===== config.mk =====
export PLATFORM = sky130hd
export DESIGN_NAME = annexb_nal_length_scanner_core_flat
export DESIGN_NICKNAME = d
export VERILOG_FILES = /design/src/rtl/anls_pkg.sv /design/src/rtl/anls_byte_if.sv /design/src/rtl/anls_result_if.sv /design/src/rtl/annexb_nal_length_scanner_core.sv /design/src/flat_wrapper.sv
export SDC_FILE = /design/constraint.sdc
export NUM_CORES = 1
export LEC_CHECK = 0
export BUFFER_PORTS_ARGS = -buffer_cell sky130_fd_sc_hd__buf_2
export CAP_MARGIN = 0
export CORE_MARGIN = 5
export CORE_UTILIZATION = 55
export CTS_CLUSTER_DIAMETER = 120
export CTS_CLUSTER_SIZE = 14
export DETAILED_ROUTE_END_ITERATION = 6
export GPL_TIMING_DRIVEN = 0
export PLACE_DENSITY = 0.72
export SLEW_MARGIN = 20
export SYNTH_ARGS = -nofsm -noshare
export SYNTH_HDL_FRONTEND = slang
export SYNTH_SLANG_ARGS = --single-unit

===== constraint.sdc =====
create_clock -name clk -period 5.1 [get_ports clk]
set_input_delay 1.02 -clock clk [delete_from_list [all_inputs] [get_ports clk]]
set_output_delay 1.02 -clock clk [all_outputs]
set_load 0.02 [all_outputs]

===== src/rtl/anls_pkg.sv =====
// Shared types and constants for the Annex B NAL length scanner.
`default_nettype none

package anls_pkg;

    localparam int unsigned OUT_LEN_W = 16;
    localparam int unsigned TYPE_W    = 5;

    localparam logic [TYPE_W-1:0] NAL_TYPE_SPS     = 5'd7;
    localparam logic [TYPE_W-1:0] NAL_TYPE_PPS     = 5'd8;
    localparam logic [TYPE_W-1:0] NAL_TYPE_DEFAULT = 5'd1;

    localparam logic [7:0] BYTE_ZERO = 8'h00;
    localparam logic [7:0] BYTE_ONE  = 8'h01;
    localparam logic [1:0] ZERO_RUN_MAX = 2'd3;
    localparam logic [1:0] ZERO_RUN_CODE = 2'd2;

    typedef logic [TYPE_W-1:0]    nal_type_t;
    typedef logic [OUT_LEN_W-1:0] out_len_t;

endpackage

`default_nettype wire


===== src/rtl/anls_byte_if.sv =====
// Byte stream channel: one buffer byte per transaction.
`default_nettype none

interface anls_byte_if;

    logic       valid;
    logic       ready;
    logic [7:0] data_byte;
    logic       end_of_buffer;

    modport source (output valid, output data_byte, output end_of_buffer, input ready);
    modport sink   (input valid, input data_byte, input end_of_buffer, output ready);

endinterface

`default_nettype wire


===== src/rtl/anls_result_if.sv =====
// Result channel: SPS/PPS lengths and final NAL type, one transaction per buffer.
`default_nettype none

interface anls_result_if;

    logic                valid;
    logic                ready;
    anls_pkg::out_len_t  sps_bytes;
    logic                sps_found;
    anls_pkg::out_len_t  pps_bytes;
    logic                pps_found;
    anls_pkg::nal_type_t final_nal_type;

    modport source (output valid, output sps_bytes, output sps_found, output pps_bytes,
                    output pps_found, output final_nal_type, input ready);
    modport sink   (input valid, input sps_bytes, input sps_found, input pps_bytes,
                    input pps_found, input final_nal_type, output ready);

endinterface

`default_nettype wire


===== src/rtl/annexb_nal_length_scanner_core.sv =====
// Top level: Annex B start code scanner that measures the last SPS and PPS NAL lengths.
//
// Takes one byte per cycle and updates its scan state in the same cycle. One
// result transaction leaves per buffer, in the cycle after the byte marked
// end_of_buffer is taken, through a single output register; the byte input
// stalls only while that register is full and not being drained. NAL lengths
// include their start code and saturate at 2^LEN_BITS-1; the result carries the
// low 16 bits. A start code whose 01 byte is the final byte is treated as data.
`default_nettype none

module annexb_nal_length_scanner_core #(
    parameter int unsigned LEN_BITS = 16
) (
    input  wire               clk,
    input  wire               rst_n,
    anls_byte_if.sink         stream,
    anls_result_if.source     result
);

    localparam logic [LEN_BITS:0] LEN_MAX = {1'b0, {LEN_BITS{1'b1}}};

    typedef logic [LEN_BITS-1:0] len_t;

    logic [1:0]          zero_run_reg,       zero_run_next;
    logic                inside_nal_reg,     inside_nal_next;
    logic                header_pending_reg, header_pending_next;
    anls_pkg::nal_type_t current_type_reg,   current_type_next;
    len_t                current_count_reg,  current_count_next;
    len_t                sps_len_reg,        sps_len_next;
    len_t                pps_len_reg,        pps_len_next;
    logic [1:0]          seen_flags_reg,     seen_flags_next;

    logic                out_valid_reg,      out_valid_next;
    anls_pkg::out_len_t  sps_bytes_reg,      sps_bytes_next;
    logic                sps_found_reg,      sps_found_next;
    anls_pkg::out_len_t  pps_bytes_reg,      pps_bytes_next;
    logic                pps_found_reg,      pps_found_next;
    anls_pkg::nal_type_t final_type_reg,     final_type_next;

    logic                fire;
    logic                last;
    logic                start_code;
    logic                close_en;
    anls_pkg::nal_type_t close_type;
    len_t                close_len;
    logic [LEN_BITS+15:0] sps_ext;
    logic [LEN_BITS+15:0] pps_ext;

    function automatic len_t sat_add(input len_t a, input logic [2:0] inc);
        logic [LEN_BITS:0] s;
        begin
            s = {1'b0, a} + {{(LEN_BITS-2){1'b0}}, inc};
            sat_add = (s > LEN_MAX) ? LEN_MAX[LEN_BITS-1:0] : s[LEN_BITS-1:0];
        end
    endfunction

    assign stream.ready = !out_valid_reg || result.ready;
    assign fire         = stream.valid && stream.ready;
    assign last         = stream.end_of_buffer;
    assign start_code   = !last && (stream.data_byte == anls_pkg::BYTE_ONE)
                          && (zero_run_reg >= anls_pkg::ZERO_RUN_CODE);

    always_comb
    begin
        zero_run_next       = zero_run_reg;
        inside_nal_next     = inside_nal_reg;
        header_pending_next = header_pending_reg;
        current_type_next   = current_type_reg;
        current_count_next  = current_count_reg;
        sps_len_next        = sps_len_reg;
        pps_len_next        = pps_len_reg;
        seen_flags_next     = seen_flags_reg;
        close_en            = 1'b0;
        close_type          = current_type_reg;
        close_len           = current_count_reg;
        sps_bytes_next      = sps_bytes_reg;
        sps_found_next      = sps_found_reg;
        pps_bytes_next      = pps_bytes_reg;
        pps_found_next      = pps_found_reg;
        final_type_next     = final_type_reg;
        sps_ext             = '0;
        pps_ext             = '0;

        if (fire)
        begin
            if (start_code)
            begin
                close_en            = inside_nal_reg;
                inside_nal_next     = 1'b1;
                header_pending_next = 1'b1;
                current_count_next  = sat_add('0, {1'b0, zero_run_reg} + 3'd1);
                zero_run_next       = '0;
            end
            else
            begin
                if (header_pending_reg)
                begin
                    current_type_next   = stream.data_byte[anls_pkg::TYPE_W-1:0];
                    header_pending_next = 1'b0;
                end
                if (stream.data_byte == anls_pkg::BYTE_ZERO)
                begin
                    if (zero_run_reg == anls_pkg::ZERO_RUN_MAX)
                    begin
                        if (inside_nal_reg)
                        begin
                            current_count_next = sat_add(current_count_reg, 3'd1);
                        end
                    end
                    else
                    begin
                        zero_run_next = zero_run_reg + 2'd1;
                    end
                end
                else
                begin
                    if (inside_nal_reg)
                    begin
                        current_count_next = sat_add(current_count_reg,
                                                     {1'b0, zero_run_reg} + 3'd1);
                    end
                    zero_run_next = '0;
                end
                if (last)
                begin
                    close_en   = inside_nal_reg;
                    close_type = current_type_next;
                    close_len  = sat_add(current_count_next, {1'b0, zero_run_next});
                end
            end

            if (close_en)
            begin
                if (close_type == anls_pkg::NAL_TYPE_SPS)
                begin
                    sps_len_next       = close_len;
                    seen_flags_next[0] = 1'b1;
                end
                else if (close_type == anls_pkg::NAL_TYPE_PPS)
                begin
                    pps_len_next       = close_len;
                    seen_flags_next[1] = 1'b1;
                end
            end

            if (last)
            begin
                sps_ext         = {16'b0, sps_len_next};
                pps_ext         = {16'b0, pps_len_next};
                sps_found_next  = seen_flags_next[0];
                pps_found_next  = seen_flags_next[1];
                sps_bytes_next  = seen_flags_next[0] ? sps_ext[15:0] : '0;
                pps_bytes_next  = seen_flags_next[1] ? pps_ext[15:0] : '0;
                final_type_next = inside_nal_next ? current_type_next
                                                  : anls_pkg::NAL_TYPE_DEFAULT;

                zero_run_next       = '0;
                inside_nal_next     = 1'b0;
                header_pending_next = 1'b0;
                current_type_next   = anls_pkg::NAL_TYPE_DEFAULT;
                current_count_next  = '0;
                sps_len_next        = '0;
                pps_len_next        = '0;
                seen_flags_next     = '0;
            end
        end

        if (fire && last)
        begin
            out_valid_next = 1'b1;
        end
        else if (result.ready)
        begin
            out_valid_next = 1'b0;
        end
        else
        begin
            out_valid_next = out_valid_reg;
        end
    end

    always_ff @(posedge clk or negedge rst_n)
    begin
        if (!rst_n)
        begin
            zero_run_reg       <= '0;
            inside_nal_reg     <= 1'b0;
            header_pending_reg <= 1'b0;
            current_type_reg   <= anls_pkg::NAL_TYPE_DEFAULT;
            current_count_reg  <= '0;
            sps_len_reg        <= '0;
            pps_len_reg        <= '0;
            seen_flags_reg     <= '0;
            out_valid_reg      <= 1'b0;
        end
        else
        begin
            zero_run_reg       <= zero_run_next;
            inside_nal_reg     <= inside_nal_next;
            header_pending_reg <= header_pending_next;
            current_type_reg   <= current_type_next;
            current_count_reg  <= current_count_next;
            sps_len_reg        <= sps_len_next;
            pps_len_reg        <= pps_len_next;
            seen_flags_reg     <= seen_flags_next;
            out_valid_reg      <= out_valid_next;
        end
    end

    always_ff @(posedge clk)
    begin
        sps_bytes_reg  <= sps_bytes_next;
        sps_found_reg  <= sps_found_next;
        pps_bytes_reg  <= pps_bytes_next;
        pps_found_reg  <= pps_found_next;
        final_type_reg <= final_type_next;
    end

    assign result.valid          = out_valid_reg;
    assign result.sps_bytes      = sps_bytes_reg;
    assign result.sps_found      = sps_found_reg;
    assign result.pps_bytes      = pps_bytes_reg;
    assign result.pps_found      = pps_found_reg;
    assign result.final_nal_type = final_type_reg;

    a_last_gives_result: assert property (@(posedge clk) disable iff (!rst_n)
        fire && last |=> out_valid_reg)
        else $error("final byte did not produce a result transaction");

    a_last_clears_scan: assert property (@(posedge clk) disable iff (!rst_n)
        fire && last |=> (zero_run_reg == 2'd0) && !inside_nal_reg && !header_pending_reg
                         && (seen_flags_reg == 2'd0))
        else $error("scan state not cleared after final byte");

    a_header_in_nal: assert property (@(posedge clk) disable iff (!rst_n)
        header_pending_reg |-> inside_nal_reg)
        else $error("header pending outside a NAL");

    a_sps_zero_unseen: assert property (@(posedge clk) disable iff (!rst_n)
        out_valid_reg && !sps_found_reg |-> (sps_bytes_reg == '0))
        else $error("SPS length nonzero without SPS seen");

    a_pps_zero_unseen: assert property (@(posedge clk) disable iff (!rst_n)
        out_valid_reg && !pps_found_reg |-> (pps_bytes_reg == '0))
        else $error("PPS length nonzero without PPS seen");

endmodule

`default_nettype wire

===== src/flat_wrapper.sv =====
// flat-port wrapper written by rule: the top's interface ports become plain ports
module annexb_nal_length_scanner_core_flat 
#(
    parameter int unsigned LEN_BITS = 16
)
  (clk, rst_n, stream_valid, stream_data_byte, stream_end_of_buffer, stream_ready, result_valid, result_sps_bytes, result_sps_found, result_pps_bytes, result_pps_found, result_final_nal_type, result_ready);
  anls_byte_if stream_i ();
  anls_result_if result_i ();
  input  wire clk;
  input  wire rst_n;
  input wire logic [$bits(stream_i.valid)-1:0] stream_valid;
  input wire logic [$bits(stream_i.data_byte)-1:0] stream_data_byte;
  input wire logic [$bits(stream_i.end_of_buffer)-1:0] stream_end_of_buffer;
  output wire logic [$bits(stream_i.ready)-1:0] stream_ready;
  output wire logic [$bits(result_i.valid)-1:0] result_valid;
  output wire logic [$bits(result_i.sps_bytes)-1:0] result_sps_bytes;
  output wire logic [$bits(result_i.sps_found)-1:0] result_sps_found;
  output wire logic [$bits(result_i.pps_bytes)-1:0] result_pps_bytes;
  output wire logic [$bits(result_i.pps_found)-1:0] result_pps_found;
  output wire logic [$bits(result_i.final_nal_type)-1:0] result_final_nal_type;
  input wire logic [$bits(result_i.ready)-1:0] result_ready;
  assign stream_i.valid = stream_valid;
  assign stream_i.data_byte = stream_data_byte;
  assign stream_i.end_of_buffer = stream_end_of_buffer;
  assign stream_ready = stream_i.ready;
  assign result_valid = result_i.valid;
  assign result_sps_bytes = result_i.sps_bytes;
  assign result_sps_found = result_i.sps_found;
  assign result_pps_bytes = result_i.pps_bytes;
  assign result_pps_found = result_i.pps_found;
  assign result_final_nal_type = result_i.final_nal_type;
  assign result_i.ready = result_ready;
  annexb_nal_length_scanner_core #(.LEN_BITS(LEN_BITS)) u_core (.clk(clk), .rst_n(rst_n), .stream(stream_i), .result(result_i));
endmodule

==> impl_metrics.csv, run 1 <==
group,metric,value,unit
run_status,outcome,"finished, final reports clean",
cts,clock_sinks,99,
yosys,yosys.area.top_type,"dfrtp_1",
critical_path,cp_max_fo,10,
yosys,synthSimpleGateAreaFrac,21.6,%
power,leakage,2.54,nW
yosys,netlist_top_cells_area,"dfrtp_1 (24%), edfxtp_1 (19%), o21ai_0 (7.0%)",
drt,routed_wl,19.2,mm
grt,grt_pass1_vias,5688,
cts,clk_latency,0.36,ns
critical_path,worst_ep_required_time,5.18,ns
sta,final_max_slew_viol_count,0,
yosys,syn_avg_cell_area,9.01,sq um
floorplanning,fp.dieW,117,microns
grt,grt_max_degree,61,
sta,skew,0.00818,ns
floorplanning,die_h,117,microns
critical_path,r2r_setup_slack,0.26,ns
sta,period_minus_slack,4.85,ns
final_layout,drive_gt1_share,14.3,%
final_layout,seq_area,2670,sq um
final_layout,area_growth,12.2,%
critical_path,crit_path_start_kind,"primary input",
yosys,synthArstFlopShare,60.6,%
sta,worst_pin_slew,0.903,ns
yosys,yosys-top-cells-count,"nand2_1 (89), o21ai_0 (87), dfrtp_1 (59)",
critical_path,worst-path-buf-inv,3,
drt,vias,6001,
final_layout,stdcell_area,7010,sq um
min_path,hold_depth,2,
drt,first_pass_iters,5,
floorplanning,core,11300,sq um
final_layout,multi_input_area,3290,sq um
yosys,yosysTopAreaCellShare,23.6,%
cts,cts.path.max_buffers,2,
yosys,netlist_area,6240,sq um
min_path,hold_start,"u_core.pps_len_reg[11]",
final_layout,fin_nets,782,
cts,path_clk_slew,0.07,ns
yosys,syn-num-nets,719,
grt,grt_pass1_wl,30.5,mm
sta,setup_violations,0,
placement,port_buffers,52,
drt,vias_per_cell,6.64,
placement,place_hpwl,14.2,mm
grt,antenna_found_initial,0,
min_path,hold_path.class,"register to register",
floorplanning,rows,39,
critical_path,path_class,"primary input to register",
yosys,synth_edf_count,39,
power,power_density,238,nW/um^2
cts,root_buffer,"clkbuf_16",
floorplanning,start_util,55.4,%
yosys,synthDistinctLibCells,74,
critical_path,endpoint_kind,"register",
final_layout,nFillCells,969,
critical_path,rr_worst_depth,15,
critical_path,cp.arrival,4.94,ns
sta,hold_viol,0,
yosys,synth-seq-cells,99,
placement,dp_cells,888,
yosys,ys_warn_count,0,
critical_path,crit_family,"simple AND/OR/NAND/NOR gates",
sta,rsz0062_at_grt,"false",
sta,fin_hold_ws,0.508,ns
floorplanning,ios,54,
yosys,synthAdderAreaFrac,2.85,%
sta,slew_headroom,39.8,%
yosys,yosysMostFrequentCell,"nand2_1",
sta,fmax,206,MHz
yosys,ys_seq_area_share,42.8,%
drt,drc_errors,0,
critical_path,worstPathCellList,"buf_2, or4_1, buf_6, nor2_2, clkbuf_1, o221ai_1, o21ai_1, fa_1, o211ai_1, nor3_2, nand4_2, or3_1, a31oi_1, o21ai_0",
yosys,synth_top_family_by_area,"compound AO/OA/AOI/OAI gates",
final_layout,antenna_cells,0,
floorplanning,dieArea,13600,sq um
grt,globalRouteOverflowTotal,0,
grt,grt_use_total,29.4,%
yosys,muxShareOfSynthArea,1.86,%
placement,placed_area,6690,sq um
critical_path,reg2reg_from,"u_core.current_count_reg[1]",
yosys,syn_inst,693,
cts,h-tree-depth,3,
critical_path,worstReg2RegEnd,"u_core.result.pps_bytes[12]",
job,drv_cap,0,
critical_path,critPathMaxStageDelay,0.56,ns
power,ir_drop,0.223,mV
drt,ant_nets,0,
cts,cts_tree,"done",
sta,fin_crit_sh,95.2,%
yosys,synth-main-ff-cell,"dfrtp_1",
placement,gp_congestion,0.983,
critical_path,cpMaxStageDelayCell,"or4_1",
drt,drt_iter0_markers,590,
final_layout,layoutNonFillerInstCount,904,
cts,cts_buffers,9,
yosys,synthXorXnorAreaFrac,1.96,%
min_path,min_to,"u_core.pps_len_reg[11]",
drt,wire_per_inst,21.2,microns
yosys,synth_compound_area_share,24.1,%
layout by cell type (no fill, tap or decap), drive strengths merged, types with 3 or more instances in the layout:
master	count
o21a	3
clkbuf	59
a22o	3
nand2	89
xnor2	11
edfxtp	39
nor3	14
a21oi	24
and2	3
ha	11
a211oi	3
nand2b	4
a31oi	8
nand4	12
nand3b	3
dfrtp	59
o21ai	95
o211ai	3
and3	6
o31ai	13
o22ai	15
xor2	3
or3	7
a22oi	38
nand3	49
nor2b	4
nor4	9
and4	6
mux2i	6
mux2	5
nor2	33
inv	19
or4	8
buf	61
worst max path at each step:
stage / startpoint / end / slack (ns) / depth (start not counted)
2_1_floorplan: stream_data_byte[1] / u_core.result.sps_bytes[12] / 0.88 / 15
3_3_place_gp: stream_data_byte[1] / u_core.result.pps_bytes[3] / -0.03 / 16
3_5_place_dp: u_core.current_count_reg[1] / u_core.result.pps_bytes[14] / -0.04 / 15
4_1_cts: u_core.current_count_reg[0] / u_core.result.pps_bytes[14] / 0.0009 / 15
5_1_grt: u_core.zero_run_reg[0] / u_core.result.pps_bytes[12] / 0.04 / 16
6_report: stream_data_byte[1] / u_core.result.pps_bytes[12] / 0.25 / 14
repair_timing:
action	CTS	global route
buffers inserted	0	0
gates resized for setup	1	9
hold buffers	0	0
hold endpoints to repair	0	0
endpoints found under the setup margin	2	28
per-layer routing:
| layer | vias to the layer above | part of all wire, % | global-route usage [%] |
|---|---|---|---|
| li1 | 2729 | - | - |
| met1 | 2916 | 41 | 39.3 |
| met2 | 305 | 47 | 47.7 |
| met3 | 51 | 8.4 | 5.75 |
| met4 | 0 | 3.0 | 10.8 |
| met5 | - | 0 | 0 |
power by group:
group	internal [W]	total, W	switching [W]	leakage [nW]
Clock	0.000396	0.000705	0.000309	0.144
Sequential	0.000843	0.000851	0.00000787	1.20
Combinational	0.0000261	0.000114	0.0000876	1.20
Total	0.00127	0.00167	0.000404	2.54
cell type report:
type,count,area share (%)
inverter,17,0.910
tap,143,2.55
sequential,99,38.1
timing repair buffer,52,3.75
clock buffer,11,3.46
clock inverter,5,0.839
buffer,57,3.43
multi-input combinational,520,46.9
worst min-delay path: stages (launching register included):
cell     delay (ns)
dfrtp_1        0.36
nand2_1        0.05
o21ai_0        0.06
metrics by stage:
step | setup WS (ns) | setup TNS [ns] | power [W] | util, %
global route | 0.0350 | 0 | 0.00172 | 62.2
global placement | -0.0347 | -0.104 | 0.000977 | 59.3
detailed placement | -0.0412 | -0.0588 | 0.000981 | 59.3
CTS | 0.000939 | 0 | 0.00167 | 62.0
floorplan | 0.880 | 0 | 0.000928 | -
finish | 0.247 | 0 | 0.00167 | 62.2
kinds of logic after synthesis:
group                      after synthesis
AOI/OAI and AO/OA                      228
DFF                                     99
buffers and inverters                   74
xor gates and xnor gates                14
muxes                                   11
adders and majority gates               13
and+or+nand+nor                        254
Power figures use the tool's default switching activity.
==> run 2: changes to the inputs <==
clock period = 6.1 ns   (was 5.1 ns; I/O delays follow)
==> impl_metrics.csv, run 2 (synthesis gave the netlist of run 1 again) <==
group,metric,value,unit
floorplanning,die_h,117,microns
floorplanning,fp.dieW,117,microns
sta,period_minus_slack,5.30,ns
critical_path,cpMaxStageDelayCell,"or4_1",
cts,path_clk_slew,0.07,ns
final_layout,area_growth,11.9,%
sta,setup_violations,0,
cts,cts_buffers,9,
sta,final_max_slew_viol_count,0,
power,p_comb_share,6.8,%
grt,grt_pass1_wl,30.5,mm
power,p_clk_share,42.2,%
floorplanning,ios,54,
sta,skew,0.00828,ns
cts,cts-resized-gates,0,
grt,globalRouteOverflowTotal,0,
sta,fmax,189,MHz
critical_path,critPathMaxStageDelay,0.53,ns
placement,port_buffers,52,
sta,rsz0062_at_grt,"false",
cts,clock_sinks,99,
drt,vias_per_cell,6.65,
sta,hold_viol,0,
sta,slew_headroom,40.7,%
grt,antenna_found_initial,0,
final_layout,fin_nets,782,
critical_path,crit_path_start_kind,"register",
sta,tns,0,ns
cts,cts.path.max_buffers,2,
power,swShare,24.2,%
sta,worst_pin_slew,0.888,ns
critical_path,worstPathCellList,"clkbuf_1, nand3_1, nor4_1, xnor2_1, or4_1, o31ai_1, o221ai_1, o21ai_0, fa_1, o211ai_1, nor3_2, nand4_2, o31a_1, a211oi_1, o21ai_0",
power,p_seq_share,51.0,%
critical_path,worst_ep_required_time,6.18,ns
drt,ant_nets,0,
final_layout,nFillCells,972,
min_path,hold_path.class,"register to register",
job,drv_cap,0,
sta,fin_hold_ws,0.507,ns
grt,grt_use_total,29.4,%
sta,timing.final.ws_setup,0.795,ns
drt,first_pass_iters,5,
final_layout,final_cell_mix,"nand2_1 (89), o21ai_0 (87), dfrtp_1 (59), buf_2 (54), clkbuf_1 (49)",
grt,grt_max_degree,61,
power,leakage,2.53,nW
floorplanning,dieArea,13600,sq um
floorplanning,start_util,55.4,%
placement,place_ws,0.759,ns
floorplanning,core,11300,sq um
drt,wire_per_inst,21.2,microns
drt,drc_errors,0,
final_layout,drive_gt1_share,13.4,%
cts,hold_buffers,0,
final_layout,antenna_cells,0,
drt,routed_wl,19.2,mm
cts,postCtsSetupRepairBufs,0,
cts,root_buffer,"clkbuf_16",
grt,grt_pass1_vias,5690,
power,p_int,0.00106,W
run_status,outcome,"finished, final reports clean",
power,power_density,200,nW/um^2
final_layout,final_common_cell,"nand2_1",
drt,drt_iter0_markers,520,
placement,place_hpwl,14.2,mm
cts,cts_tree,"done",
critical_path,cpMostUsedCell,"o21ai_0",
power,ir_drop,0.187,mV
cts,clk_latency,0.35,ns
sta,fin_crit_sh,87.0,%
critical_path,cp_max_fo,9,
drt,vias,6009,
floorplanning,rows,39,
critical_path,path_class,"register to register",
placement,gp_congestion,0.983,
critical_path,endpoint_kind,"register",
cts,h-tree-depth,3,
final_layout,final_core_util,62.0,%
critical_path,cp.arrival,5.38,ns
power,switchingPower,0.000337,W
## run 2: cell counts in the layout (fill, tap and decap cells not counted)
No cell type changed its count.
## run 2: worst paths after layout
path,cells past startpoint,end,from,slack [ns]
setup / recovery,15,u_core.result.pps_bytes[14],u_core.current_count_reg[1],0.80
hold / removal,2,u_core.pps_len_reg[11],u_core.pps_len_reg[11],0.51
setup reg to reg,15,u_core.result.pps_bytes[14],u_core.current_count_reg[1],0.80
hold reg to reg,2,u_core.pps_len_reg[11],u_core.pps_len_reg[11],0.51
max in group asynchronous,1,u_core.current_count_reg[5],rst_n,4.62
min in group asynchronous,1,u_core.zero_run_reg[0],rst_n,0.94
## run 2: through the flow
stage | area, sq um | cells | power, W
floorplan | 6240 | 693 | 0.000776
global placement | 6680 | 888 | 0.000817
detailed placement | 6690 | 888 | 0.000820
CTS | 6990 | 904 | 0.00140
global route | 6990 | 904 | 0.00144
finish | 6990 | 904 | 0.00140
## run 2: final cells by class
| class | instances | area (sq um) | area share [%] |
|---|---|---|---|
| clock inverter | 5 | 58.8 | 0.842 |
| clock buffer | 11 | 243 | 3.47 |
| timing repair buffer | 52 | 263 | 3.76 |
| sequential | 99 | 2670 | 38.3 |
| buffer | 57 | 236 | 3.38 |
| tap | 143 | 179 | 2.56 |
| inverter | 17 | 63.8 | 0.913 |
| multi-input combinational | 520 | 3270 | 46.8 |
## run 2: worst max-delay path, delay by kind of cell, from the launching register on
kind	cells	cell delay, ns
buf+inv	1	0.37
flops	1	0.41
xor+xnor	1	0.13
compound gates	7	2.03
simple gates	5	1.78
fa+ha+maj	1	0.31
## run 2: metal layers
| metal | share of wire (%) | up-vias | global-route usage, % |
|---|---|---|---|
| met2 | 47 | 311 | 47.7 |
| met5 | 0 | - | 0 |
| met4 | 2.8 | 0 | 10.8 |
| met1 | 42 | 2909 | 39.4 |
| met3 | 7.9 | 47 | 5.75 |
| li1 | - | 2742 | - |
## run 2: power groups by stage
stage                     clock [W]  sequential, W  combinational, W
after detailed placement          0       0.000725         0.0000948
after global placement            0       0.000725         0.0000919
after floorplan                   0       0.000738         0.0000381
after global routing       0.000623       0.000713          0.000103
after CTS                  0.000592       0.000712         0.0000949
final                      0.000588       0.000712         0.0000951
==> run 3: changes to the inputs <==
CTS_BUF_LIST = sky130_fd_sc_hd__clkbuf_2   (was default)
==> impl_metrics.csv, run 3 (synthesis gave the netlist of run 1 again) <==
group,metric,value,unit
cts,clk_latency,0.63,ns
cts,cts-resized-gates,0,
grt,grt_use_total,29.3,%
min_path,hold_path.class,"register to register",
cts,cts_buffers,9,
power,power_density,168,nW/um^2
sta,fmax,189,MHz
critical_path,worst-path-buf-inv,1,
grt,grt_pass1_vias,5671,
cts,hold_buffers,0,
final_layout,nFillCells,1007,
power,swShare,27.7,%
critical_path,crit_path_start_kind,"register",
placement,dp_cells,888,
sta,period_minus_slack,5.30,ns
power,p_total,0.00114,W
cts,root_buffer,"clkbuf_2",
grt,grt_pass1_wl,30.4,mm
critical_path,path_class,"register to register",
critical_path,endpoint_kind,"register",
run_status,outcome,"finished, final reports clean",
sta,rsz0062_at_grt,"false",
floorplanning,rows,39,
floorplanning,start_util,55.4,%
critical_path,critPathMaxStageDelay,0.53,ns
floorplanning,ios,54,
grt,globalRouteOverflowTotal,0,
sta,fin_hold_ws,0.544,ns
drt,ant_nets,0,
final_layout,final_common_cell,"nand2_1",
cts,cts_tree,"done",
cts,path_clk_slew,0.27,ns
placement,gp_congestion,0.983,
job,drv_cap,0,
power,p_comb_share,8.4,%
drt,vias,5985,
sta,final_max_slew_viol_count,0,
power,ir_drop,0.106,mV
floorplanning,dieArea,13600,sq um
cts,cts.path.max_buffers,2,
grt,antenna_found_initial,0,
sta,hold_viol,0,
cts,clock_sinks,99,
final_layout,final_cell_mix,"nand2_1 (89), o21ai_0 (87), dfrtp_1 (59), buf_2 (54), clkbuf_1 (48)",
final_layout,area_growth,8.88,%
sta,slew_headroom,40.6,%
critical_path,cp_max_fo,9,
critical_path,worstPathCellList,"clkbuf_1, nand3_1, nor4_1, xnor2_1, or4_1, o31ai_1, o221ai_1, o21ai_0, fa_1, o211ai_1, nor3_2, nand4_2, o31a_1, a211oi_1, o21ai_0",
critical_path,cp.arrival,5.71,ns
sta,tns,0,ns
cts,h-tree-depth,3,
final_layout,final_core_util,60.3,%
final_layout,fin_nets,782,
power,p_int,0.000825,W
sta,setup_violations,0,
power,switchingPower,0.000316,W
drt,wire_per_inst,21.3,microns
placement,port_buffers,52,
grt,grt_max_degree,61,
power,p_seq_share,62.5,%
floorplanning,die_h,117,microns
power,leakage,2.46,nW
drt,drt_iter0_markers,519,
critical_path,worst_ep_required_time,6.50,ns
drt,routed_wl,19.2,mm
final_layout,layoutNonFillerInstCount,904,
drt,drc_errors,0,
critical_path,cpMaxStageDelayCell,"or4_1",
sta,fin_crit_sh,87.0,%
sta,worst_pin_slew,0.890,ns
final_layout,drive_gt1_share,13.4,%
placement,place_hpwl,14.2,mm
critical_path,cpMostUsedCell,"o21ai_0",
sta,skew,0.0279,ns
power,p_clk_share,29.1,%
drt,first_pass_iters,5,
cts,postCtsSetupRepairBufs,0,
final_layout,antenna_cells,0,
floorplanning,core,11300,sq um
floorplanning,fp.dieW,117,microns
drt,vias_per_cell,6.62,
critical_path,crit_family,"compound AO/OA/AOI/OAI gates",
## run 3: cell count changes in the layout (fill, tap and decap cells not counted)
cell       change
clkbuf_2      +10
clkbuf_16      -9
clkbuf_1       -1
clkbuf_8       -1
clkinv_1       +1
## run 3: cell type report
type / instances / area, sq um / area share, %
tap: 143 / 179 / 2.63
buffer: 57 / 236 / 3.48
multi-input combinational: 520 / 3270 / 48.1
timing repair buffer: 52 / 263 / 3.86
inverter: 17 / 63.8 / 0.939
sequential: 99 / 2670 / 39.3
clock inverter: 6 / 62.6 / 0.920
clock buffer: 10 / 50.0 / 0.736
## run 3: metrics by stage
step                      setup WS [ns]  area (sq um)
after floorplan                    1.68          6240
after global placement            0.765          6680
after detailed placement          0.759          6690
after CTS                         0.930          6800
after global routing              0.573          6800
final                             0.796          6800
## run 3: final timing paths
kind                                                  start  slack (ns)  cells after the start                     endpoint
worst min register to register       u_core.pps_len_reg[11]        0.54                      2       u_core.pps_len_reg[11]
worst max register to register  u_core.current_count_reg[1]        0.80                     15  u_core.result.pps_bytes[14]
worst max-delay path            u_core.current_count_reg[1]        0.80                     15  u_core.result.pps_bytes[14]
max in group asynchronous                             rst_n        4.92                      1  u_core.current_count_reg[5]
worst min-delay path                 u_core.pps_len_reg[11]        0.54                      2       u_core.pps_len_reg[11]
min in group asynchronous                             rst_n        0.65                      1   u_core.current_type_reg[4]
## run 3: worst register-to-register path: cells and delay by family, from the launching register on
| kind | cells | cell delay, ns |
|---|---|---|
| simple gates | 5 | 1.79 |
| buf+inv | 1 | 0.37 |
| flops | 1 | 0.47 |
| compound gates | 7 | 2.02 |
| fa+ha+maj | 1 | 0.31 |
| xor+xnor | 1 | 0.13 |
## run 3: power by group through the flow
stage	registers [W]	logic [W]	clock network (W)
detailed placement	0.000725	0.0000948	0
floorplan	0.000738	0.0000381	0
global route	0.000715	0.000103	0.000363
global placement	0.000725	0.0000919	0
finish	0.000713	0.0000953	0.000332
CTS	0.000713	0.0000949	0.000332
## run 3: metal layers
metal / GRT usage [%] / wire, microns
met3: 5.49 / 1590
met5: 0 / 0
met4: 11.9 / 578
met2: 47.0 / 9060
met1: 39.4 / 8010
